<file path="src/design/qpe_pkg.sv">
// ---------------------------------------------------------------------------
// qpe_pkg
// Types, character codes and helpers for the quoted-printable encoder.
// ---------------------------------------------------------------------------
package qpe_pkg;

    localparam int MaxResults = 16;
    localparam int CountW     = 5;

    localparam logic [7:0] CH_SP = 8'h20;
    localparam logic [7:0] CH_CR = 8'h0D;
    localparam logic [7:0] CH_LF = 8'h0A;
    localparam logic [7:0] CH_HT = 8'h09;
    localparam logic [7:0] CH_EQ = 8'h3D;
    localparam logic [7:0] CH_TILDE = 8'h7E;

    localparam logic [7:0] LIMIT_RESET = 8'd73;

    typedef logic [MaxResults-1:0][7:0] seq_t;

    typedef struct packed {
        logic [7:0] line_count;
        logic [7:0] held_space;
        logic       held_space_valid;
        logic       held_cr;
        logic       after_hard_break;
    } state_t;

    function automatic logic needs_escape(logic [7:0] c);
        return (c > CH_TILDE) || (c == CH_EQ) ||
               ((c < CH_SP) && (c != CH_HT) && (c != CH_CR) && (c != CH_LF));
    endfunction

    function automatic logic [7:0] hex_digit(logic [3:0] v);
        logic [7:0] r;
        if (v < 4'd10) begin
            r = 8'h30 + {4'h0, v};
        end else begin
            r = 8'h37 + {4'h0, v};
        end
        return r;
    endfunction

    function automatic logic [7:0] sat_add(logic [7:0] a, logic [1:0] k);
        logic [8:0] s;
        s = {1'b0, a} + {7'b0, k};
        return s[8] ? 8'hFF : s[7:0];
    endfunction

endpackage

</file>
<file path="src/design/qpe_expand.sv">
// ---------------------------------------------------------------------------
// qpe_expand
// Expands one message byte into its output character sequence and next state.
// ---------------------------------------------------------------------------
module qpe_expand (
    input  logic [7:0]      in_byte,
    input  logic            last_byte,
    input  logic [7:0]      line_limit,
    input  qpe_pkg::state_t state_in,
    output qpe_pkg::state_t state_out,
    output qpe_pkg::seq_t   seq,
    output logic [qpe_pkg::CountW-1:0] seq_count
);

    always_comb begin
        qpe_pkg::state_t st;
        qpe_pkg::seq_t   sq;
        logic [qpe_pkg::CountW-1:0] n;
        logic [7:0]      c;
        logic            do_fresh;

        st       = state_in;
        sq       = '0;
        n        = '0;
        c        = in_byte;
        do_fresh = 1'b0;

        if (st.held_space_valid && st.held_cr) begin
            st.held_space_valid = 1'b0;
            st.held_cr          = 1'b0;
            if (c == qpe_pkg::CH_LF) begin
                // space before CR LF: escape it, then hard break
                sq[n[3:0]] = qpe_pkg::CH_EQ;                     n = n + 1'b1;
                sq[n[3:0]] = qpe_pkg::hex_digit(st.held_space[7:4]); n = n + 1'b1;
                sq[n[3:0]] = qpe_pkg::hex_digit(st.held_space[3:0]); n = n + 1'b1;
                sq[n[3:0]] = qpe_pkg::CH_CR;                     n = n + 1'b1;
                sq[n[3:0]] = qpe_pkg::CH_LF;                     n = n + 1'b1;
                st.line_count       = '0;
                st.after_hard_break = 1'b1;
            end else begin
                sq[n[3:0]] = st.held_space; n = n + 1'b1;
                st.line_count       = qpe_pkg::sat_add(st.line_count, 2'd1);
                if (st.line_count != 8'd0 && st.line_count >= line_limit) begin
                    sq[n[3:0]] = qpe_pkg::CH_EQ; n = n + 1'b1;
                    sq[n[3:0]] = qpe_pkg::CH_CR; n = n + 1'b1;
                    sq[n[3:0]] = qpe_pkg::CH_LF; n = n + 1'b1;
                    st.line_count = '0;
                end
                sq[n[3:0]] = qpe_pkg::CH_CR; n = n + 1'b1;
                st.line_count       = qpe_pkg::sat_add(st.line_count, 2'd1);
                st.after_hard_break = 1'b0;
                do_fresh            = 1'b1;
            end
        end else if (st.held_space_valid) begin
            if (c == qpe_pkg::CH_LF) begin
                st.held_space_valid = 1'b0;
                sq[n[3:0]] = qpe_pkg::CH_EQ;                     n = n + 1'b1;
                sq[n[3:0]] = qpe_pkg::hex_digit(st.held_space[7:4]); n = n + 1'b1;
                sq[n[3:0]] = qpe_pkg::hex_digit(st.held_space[3:0]); n = n + 1'b1;
                sq[n[3:0]] = qpe_pkg::CH_CR;                     n = n + 1'b1;
                sq[n[3:0]] = qpe_pkg::CH_LF;                     n = n + 1'b1;
                st.line_count       = '0;
                st.after_hard_break = 1'b1;
            end else if (c == qpe_pkg::CH_CR && !last_byte) begin
                st.held_cr = 1'b1;
            end else begin
                st.held_space_valid = 1'b0;
                sq[n[3:0]] = st.held_space; n = n + 1'b1;
                st.line_count       = qpe_pkg::sat_add(st.line_count, 2'd1);
                st.after_hard_break = 1'b0;
                do_fresh            = 1'b1;
            end
        end else if (st.held_cr) begin
            st.held_cr = 1'b0;
            if (c == qpe_pkg::CH_LF) begin
                sq[n[3:0]] = qpe_pkg::CH_CR; n = n + 1'b1;
                sq[n[3:0]] = qpe_pkg::CH_LF; n = n + 1'b1;
                st.line_count       = '0;
                st.after_hard_break = 1'b1;
            end else begin
                // lone CR passes literally
                sq[n[3:0]] = qpe_pkg::CH_CR; n = n + 1'b1;
                st.line_count       = qpe_pkg::sat_add(st.line_count, 2'd1);
                st.after_hard_break = 1'b0;
                do_fresh            = 1'b1;
            end
        end else begin
            do_fresh = 1'b1;
        end

        if (do_fresh) begin
            if (st.line_count != 8'd0 && st.line_count >= line_limit) begin
                sq[n[3:0]] = qpe_pkg::CH_EQ; n = n + 1'b1;
                sq[n[3:0]] = qpe_pkg::CH_CR; n = n + 1'b1;
                sq[n[3:0]] = qpe_pkg::CH_LF; n = n + 1'b1;
                st.line_count       = '0;
                st.after_hard_break = 1'b0;
            end
            if (c == qpe_pkg::CH_LF) begin
                sq[n[3:0]] = qpe_pkg::CH_CR; n = n + 1'b1;
                sq[n[3:0]] = qpe_pkg::CH_LF; n = n + 1'b1;
                st.line_count       = '0;
                st.after_hard_break = 1'b1;
            end else if (c == qpe_pkg::CH_CR && !last_byte) begin
                st.held_cr = 1'b1;
            end else if (qpe_pkg::needs_escape(c)) begin
                sq[n[3:0]] = qpe_pkg::CH_EQ;            n = n + 1'b1;
                sq[n[3:0]] = qpe_pkg::hex_digit(c[7:4]); n = n + 1'b1;
                sq[n[3:0]] = qpe_pkg::hex_digit(c[3:0]); n = n + 1'b1;
                st.line_count       = qpe_pkg::sat_add(st.line_count, 2'd3);
                st.after_hard_break = 1'b0;
            end else if ((c == qpe_pkg::CH_SP || c == qpe_pkg::CH_HT) && !last_byte) begin
                st.held_space       = c;
                st.held_space_valid = 1'b1;
            end else begin
                // plain byte, or a final CR / space / tab
                sq[n[3:0]] = c; n = n + 1'b1;
                st.line_count       = qpe_pkg::sat_add(st.line_count, 2'd1);
                st.after_hard_break = 1'b0;
            end
        end

        if (last_byte) begin
            if (!st.after_hard_break) begin
                sq[n[3:0]] = qpe_pkg::CH_EQ; n = n + 1'b1;
                sq[n[3:0]] = qpe_pkg::CH_CR; n = n + 1'b1;
                sq[n[3:0]] = qpe_pkg::CH_LF; n = n + 1'b1;
            end
            st = '0;
        end

        state_out = st;
        seq       = sq;
        seq_count = n;
    end

endmodule

</file>
<file path="src/design/quoted_printable_encoder_top.sv">
// With the output idle, the first character of a transaction is presented once the
// byte has passed the input register and its expansion is loaded into the buffer.
// A new input byte is loaded only once the previous byte's characters have drained
// through the single-character output port (an escaped byte expands to 3 of them).
// Input is accepted while the previous expansion is still draining.
// Reset (aresetn low, synchronous) clears the line state and sets line_limit to 73.
// ---------------------------------------------------------------------------
// quoted_printable_encoder_top
// Streaming quoted-printable encoder with a configurable soft line limit.
// ---------------------------------------------------------------------------
module quoted_printable_encoder_top (
    input  logic       aclk,
    input  logic       aresetn,
    // configuration
    input  logic       cfg_wen,
    input  logic [7:0] cfg_wdata,      // line_limit
    // message bytes in
    input  logic       s_tvalid,
    output logic       s_tready,
    input  logic [7:0] s_tdata,        // [7:0] in_byte
    input  logic       s_tlast,        // last_byte
    // encoded characters out
    output logic       m_tvalid,
    input  logic       m_tready,
    output logic [7:0] m_tdata,        // [7:0] out_byte
    output logic       m_tlast,        // run_last
    output logic [0:0] m_tuser         // [0] message_end
);

    logic [7:0]                    line_limit_reg;
    qpe_pkg::state_t               state_reg;
    qpe_pkg::state_t               state_next;
    logic                          in_valid_reg;
    logic [7:0]                    in_byte_reg;
    logic                          in_last_reg;
    qpe_pkg::seq_t                 buf_reg;
    qpe_pkg::seq_t                 seq_next;
    logic [qpe_pkg::CountW-1:0]    buf_cnt_reg;
    logic [qpe_pkg::CountW-1:0]    seq_count_next;
    logic                          buf_end_reg;
    logic                          load;
    logic                          out_take;

    qpe_expand u_expand (
        .in_byte    (in_byte_reg),
        .last_byte  (in_last_reg),
        .line_limit (line_limit_reg),
        .state_in   (state_reg),
        .state_out  (state_next),
        .seq        (seq_next),
        .seq_count  (seq_count_next)
    );

    assign out_take = m_tvalid && m_tready;
    // load when the character buffer is empty or its final character leaves now
    assign load     = in_valid_reg &&
                      ((buf_cnt_reg == '0) ||
                       ((buf_cnt_reg == qpe_pkg::CountW'(1)) && m_tready));
    assign s_tready = !in_valid_reg || load;

    assign m_tvalid   = (buf_cnt_reg != '0);
    assign m_tdata    = buf_reg[0];
    assign m_tlast    = (buf_cnt_reg == qpe_pkg::CountW'(1));
    assign m_tuser[0] = buf_end_reg && (buf_cnt_reg == qpe_pkg::CountW'(1));

    always_ff @(posedge aclk) begin
        if (!aresetn) begin
            line_limit_reg <= qpe_pkg::LIMIT_RESET;
            state_reg      <= '0;
            in_valid_reg   <= 1'b0;
            buf_cnt_reg    <= '0;
        end else begin
            if (cfg_wen) begin
                line_limit_reg <= cfg_wdata;
            end
            if (s_tvalid && s_tready) begin
                in_valid_reg <= 1'b1;
            end else if (load) begin
                in_valid_reg <= 1'b0;
            end
            if (load) begin
                state_reg   <= state_next;
                buf_cnt_reg <= seq_count_next;
            end else if (out_take) begin
                buf_cnt_reg <= buf_cnt_reg - 1'b1;
            end
        end
    end

    always_ff @(posedge aclk) begin
        if (s_tvalid && s_tready) begin
            in_byte_reg <= s_tdata;
            in_last_reg <= s_tlast;
        end
        if (load) begin
            buf_reg     <= seq_next;
            buf_end_reg <= in_last_reg;
        end else if (out_take) begin
            buf_reg <= {8'h00, buf_reg[qpe_pkg::MaxResults-1:1]};
        end
    end

endmodule

</file>
<file path="config.mk">
export PLATFORM = sky130hd
export DESIGN_NAME = quoted_printable_encoder_top
export DESIGN_NICKNAME = d
export VERILOG_FILES = /design/src/design/qpe_pkg.sv /design/src/design/qpe_expand.sv /design/src/design/quoted_printable_encoder_top.sv
export SDC_FILE = /design/constraint.sdc
export NUM_CORES = 1
export LEC_CHECK = 0
export ABC_CLOCK_PERIOD_IN_PS = 9500
export BUFFER_PORTS_ARGS = -buffer_cell sky130_fd_sc_hd__buf_2
export CORE_UTILIZATION = 35
export DETAILED_ROUTE_END_ITERATION = 12
export PLACE_DENSITY = 0.61
export SETUP_SLACK_MARGIN = 0.1
export SYNTH_ARGS = -nofsm -noshare
export SYNTH_HDL_FRONTEND = slang
export SYNTH_HIERARCHICAL = 1
export SYNTH_SLANG_ARGS = --single-unit
</file>
<file path="constraint.sdc">
create_clock -name aclk -period 9.5 [get_ports aclk]
set_clock_uncertainty 0.05 [all_clocks]
set_input_delay 0.95 -clock aclk [delete_from_list [all_inputs] [get_ports aclk]]
set_output_delay 0.95 -clock aclk [all_outputs]
set_load 0.01 [all_outputs]
</file>
# Word level (Yosys, flattened, before mapping)
# Index checks and enable logic that the tools add are counted.
# word_totals
output_inout_bits,12
in_bits,22
reg_bits,171
# classes
n_reduce_logical,39
bitwise,30
muxes,131
order_cmp,28
n_eq_ne,12
n_addsub,23
# op_table
operator,count
2-to-1 mux 128 bit,11
bitwise mux 128 bit,3
2-to-1 mux 8 bit,43
demux 8 bit (select 4 bit),10
NOT 80 bit,4
AND 96 bit,3
NOT 96 bit,3
AND 80 bit,3
OR 80 bit,3
2-to-1 mux 88 bit,2
AND 48 bit,3
NOT 48 bit,3
OR 48 bit,3
OR 32 bit,3
2-to-1 mux 5 bit,18
AND 20 x 80 -> 80 bit,1
2-to-1 mux 40 bit,2
"adder 6 x 4 -> 7 bit, first input constant",8
"adder 5 x 1 -> 5 bit, second input constant",10
"less-than comparator 4 x 5 -> 1 bit, second input constant",10
2-to-1 mux 24 bit,2
OR 12 x 48 -> 48 bit,1
"greater-or-equal comparator 4 x 1 -> 1 bit, second input constant",10
2-to-1 mux 20 bit,2
30 further kinds,102

# Longest topological paths before layout
# logic_depth
ltp_word,33
ltp_mapped,52
mapped_depth_nobuf,47

# Cells and area by module
# Netlist, hierarchy kept.
# modules_own_cells
module,instances,cells_per_inst,seq_area_each_um2,area_each_um2
qpe_expand,1,2063,0.0,11497.3
quoted_printable_encoder_top,1,707,4804.6,7196.9

# Worst setup path before layout
# Ideal clock, no wire load.
# synth_path
path_kind,register to register
from,reg state_reg[12] in the netlist's numbering
to,reg buf_cnt_reg[4] in the netlist's numbering
slack_ps,249
setup_ps,115
n_path_buf,5
stages_incl_launch_ff,49
t_arrival_ps,9087
cell_sequence,dfxtp_1 > ha_1 > nand2_1 > nor2_1 > mux2i_1 > inv_1 > ha_1 > a21oi_1 > a21boi_0 > a21o_1 > and2_1 > nor2_1 > ha_1 > nand2_1 > nor2b_1 > nor3b_1 > nor3_2 > ha_1 > [13 not listed] > ha_1 > clkbuf_1 > xor2_1 > xnor2_1 > and3_1 > nor3_1 > o32ai_2 > and2_1 > buf_4 > o21ai_1 > a221oi_1 > a21oi_1 > a211oi_1 > mux2i_1 > xor2_1 > nor4_1 > a211oi_1 > o21a_1
# synth_between
elab_chain_cells,28
# synth_rtl
item,line,source
start: declaration,quoted_printable_encoder_top.sv:31,qpe_pkg::state_t state_reg;
start signal: assignment,quoted_printable_encoder_top.sv:82,state_reg <= state_next;
adder 8 x 1 -> 9 bit,qpe_pkg.sv:46,"s = {1'b0, a} + {7'b0, k};"
2-to-1 mux 8 bit,qpe_pkg.sv:47,return s[8] ? 8'hFF : s[7:0];
greater-or-equal comparator 8 bit or nonzero test 8 bit (tied branches),qpe_expand.sv:43,if (st.line_count != 8'd0 && st.line_count >= line_limit) begin
logical AND 1 bit,qpe_expand.sv:43,
2-to-1 mux 3 bit or 2-to-1 mux 8 bit (tied branches),qpe_expand.sv:43,
2-to-1 mux 5 bit or 2-to-1 mux 8 bit (tied branches),qpe_expand.sv:31,if (c == qpe_pkg::CH_LF) begin
2-to-1 mux 5 bit or 2-to-1 mux 8 bit (tied branches),qpe_expand.sv:28,if (st.held_space_valid && st.held_cr) begin
adder 5 x 1 -> 5 bit or adder 8 x 1 -> 9 bit (tied branches),"qpe_expand.sv:49, qpe_pkg.sv:46",
[13 not listed],--,
2-to-1 mux 5 bit,qpe_expand.sv:91,if (do_fresh) begin
adder 5 x 1 -> 5 bit,qpe_expand.sv:125,sq[n[3:0]] = qpe_pkg::CH_EQ; n = n + 1'b1;
adder 5 x 1 -> 5 bit,qpe_expand.sv:126,sq[n[3:0]] = qpe_pkg::CH_CR; n = n + 1'b1;
adder 5 x 1 -> 5 bit,qpe_expand.sv:127,sq[n[3:0]] = qpe_pkg::CH_LF; n = n + 1'b1;
2-to-1 mux 5 bit,qpe_expand.sv:124,if (!st.after_hard_break) begin
2-to-1 mux 5 bit (*),qpe_expand.sv:123,if (last_byte) begin
"named net seq_count_next, one bit",quoted_printable_encoder_top.sv:39,logic [qpe_pkg::CountW-1:0] seq_count_next;
2-to-1 mux 5 bit (*),quoted_printable_encoder_top.sv:81,if (load) begin
end signal: assignment,quoted_printable_encoder_top.sv:83,buf_cnt_reg <= seq_count_next;
end signal: assignment,quoted_printable_encoder_top.sv:85,buf_cnt_reg <= buf_cnt_reg - 1'b1;
end: declaration,quoted_printable_encoder_top.sv:38,logic [qpe_pkg::CountW-1:0] buf_cnt_reg;
# The timed path passes the listed nets; every way through them passes the cells marked *. The select of a mux whose other input is x is not followed.
# A chain may end at the register's enable or synchronous reset.

==> metrics.md <==
| Metric | Value |
|---|---|
| Post-synth top flop | `edfxtp_1` |
| CTS Sinks | `about 170` |
| Max-cap violations | `0` |
| Commonest non-fill, non-tap cell in the layout | `nand2_1` |
| Final period util | `93.3%` |
| Worst-Skew Late Latency | `0.51 ns` |
| Area post-placement | `19700 um2` |
| Share of cells above drive strength 1 | `10.6%` |
| First-pass GRT wire length | `133 mm` |
| Synth Cell Area | `18700 um2` |
| TritonCTS buffer count | `17` |
| DR vias | `approximately 22000` |
| Starting Density | `35.5%` |
| Hold Path Class | `reg -> reg` |
| Core box area | `52700 um2` |
| Peak Freq | `113 MHz` |
| Worst relative slew slack | `22.2%` |
| Largest net degree at the start of global routing | `87` |
| Die X | `233 um` |
| CP Max Fanout | `13` |
| Endpoint type of the worst setup path | `flop` |
| Synth area leaders | `edfxtp_1, nand2_1, a21oi_1` |
| Crit path DAT | `9.07 ns` |
| Hold Crit Depth | `2` |
| Via-to-Cell Ratio | `6.42` |
| Yosys cell types | `100` |
| First DRT Iteration DRCs | `2664` |
| Power per cell area | `194 nW/um2` |
| LEAKAGE | `7.97 nW` |
| Min cycle time layout | `just under 9 ns` |
| Vias in the first global route | `20300` |
| Critical path's slowest cell | `dfxtp_2` |
| Setup TNS | `0 ns` |
| GRT Overall Usage | `33.0%` |
| RSZ-0062 raised after global routing | `false` |
| Hold Fails Final Rpt | `0` |
| Synth-to-layout area growth | `9.81%` |
| DIE AREA | `about 54000 um2` |
| ANT nets after route | `0` |
| Slew Viols, Final | `0` |
| GRT overflow | `0` |
| Worst Tran Pin Value | `1.17 ns` |
| Fillers | `5658` |
| Die Y | `233 um` |
| Drt total wl | `91.1 mm` |
| Nets@finish | `about 2800` |
| WL/cell | `around 26 um` |
| H-Tree Depth | `4` |
| Post-DP HPWL | `64.4 mm` |
| Final worst setup slack | `0.633 ns` |
| CTS tree | `done` |
| GP Congestion | `1.04` |
| Pre-CTS WS | `0.0506 ns` |
| Initial antenna violation count | `2` |
| Startpoint types | `flop` |
| Io pins | `34` |
| Seq/Total Area, Yosys | `25.7%` |
| Post-Layout Inst Area | `20500 um2` |
| DRC violations left | `0` |
| R2R depth | `45` |
| Critical Path RT | `9.70 ns` |
| Syn Area/Cell | `~6.7 um2` |
| Slowest stage delay, CP | `0.49 ns` |
| Asr flop ratio synth | `0%` |
| Port buffer count | `33` |
| First-pass detailed-route iteration total | `6` |
| CTS Root Cell | `clkbuf_16` |
| Post-synth top area share | `22.2%` |
| Mapped Cells | `2770` |
| Clock buffer depth | `2` |
| Core Rows | `84` |
| Worst vdd ir | `0.273 mV` |
| Status | `completed` |
| YS warnings | `6` |
| Clock slew seen by the registers of the worst setup and hold paths | `0.08 ns` |
| Synth area leader | `edfxtp_1` |
| Most frequent cells in the layout | `nand2_1, nor2_1, a21oi_1, o21ai_0, edfxtp_1` |
| Max reg flops | `120` |
| Final setup viols | `0` |
| Synthesized flop and latch total | `171` |
| Critical path type | `reg -> reg` |
| EDFF count, synth | `around 140` |
metal layers:
metal,vias up,track usage (%),wire length [um]
met5,-,0,0
met2,1439,47.8,37400
met3,326,7.07,10100
met4,0,19.7,5700
met1,10500,44.7,37900
li1,9864,-,-
cells by family after synthesis:
group / count (synthesis) / synth area share [%]
muxes: 30 / 1.65
other: 2 / 0.0402
DFF: 171 / 25.7
and+or+nand+nor: 1310 / 30.5
adders and majority gates: 54 / 3.61
AOI/OAI and AO/OA: 873 / 29.6
xor gates and xnor gates: 37 / 1.77
buffers and inverters: 293 / 7.11
per-stage QoR:
stage | cells | util (%) | hold slack [ns] | total power (W)
floorplan | 2785 | - | 0.383 | 0.00262
global placement | 3405 | 37.5 | 0.393 | 0.00318
detailed placement | 3405 | 37.5 | 0.403 | 0.00320
CTS | 3437 | 38.6 | 0.414 | 0.00395
global route | 3443 | 39.0 | 0.432 | 0.00420
finish | 3444 | 39.0 | 0.417 | 0.00398
final cells by class:
type / instances / area [um2] / share of cell area (%)
Clock inverter: 13 / 159 / 0.774
Antenna cell: 1 / 2.50 / 0.0122
Clock buffer: 19 / 433 / 2.11
Sequential cell: 171 / 4820 / 23.5
Multi-Input combinational cell: 2321 / 12800 / 62.4
Inverter: 60 / 233 / 1.13
Tap cell: 688 / 861 / 4.19
Timing Repair Buffer: 171 / 1210 / 5.91
path summary, 6_finish.rpt:
path                            slack [ns]           from      endpoint
worst max-delay path                  0.63  state_reg[14]   buf_reg[67]
worst min-delay path                  0.42   state_reg[0]  state_reg[0]
worst max register to register        0.63  state_reg[14]   buf_reg[67]
worst min register to register        0.42   state_reg[0]  state_reg[0]
power breakdown:
group	internal [W]	switching [W]	total, W
combinational	0.000522	0.00129	0.00181
clock	0.000394	0.000344	0.000738
sequential	0.00131	0.000114	0.00143
total	0.00223	0.00175	0.00398
what timing repair did:
item / in CTS / in global routing
hold buffers: 0 / 0
endpoints found under the setup margin: 5 / 115
gates resized for setup: 3 / 33
hold endpoints to repair: 0 / 0
setup buffers: 0 / 6
pin swaps: 0 / 6
Yosys cell counts, types with 18 or more instances:
library cell	number
o22ai_1	51
nor4_1	19
a211oi_1	39
buf_2	31
ha_1	54
xnor2_1	26
nor2_1	257
o21ai_0	203
and3_1	24
nor2b_1	18
a31oi_1	51
mux2i_1	25
clkbuf_1	152
and2_1	48
dfxtp_1	33
nand3_1	88
a21o_1	19
buf_4	28
edfxtp_1	138
o211ai_1	67
nand2_1	703
inv_1	53
a21oi_1	247
nor3_1	69
critical path: cells and delay by family, from the launching register on:
family	cells	cell delay, ns
AO/OA/AOI/OAI	15	2.69
adder cells (fa/ha/maj)	4	1.09
buffers and inverters	5	0.78
flip-flops	1	0.49
multiplexers	2	0.62
AND/OR/NAND/NOR	19	2.87
No activity file was read; power rests on OpenSTA's default activity.
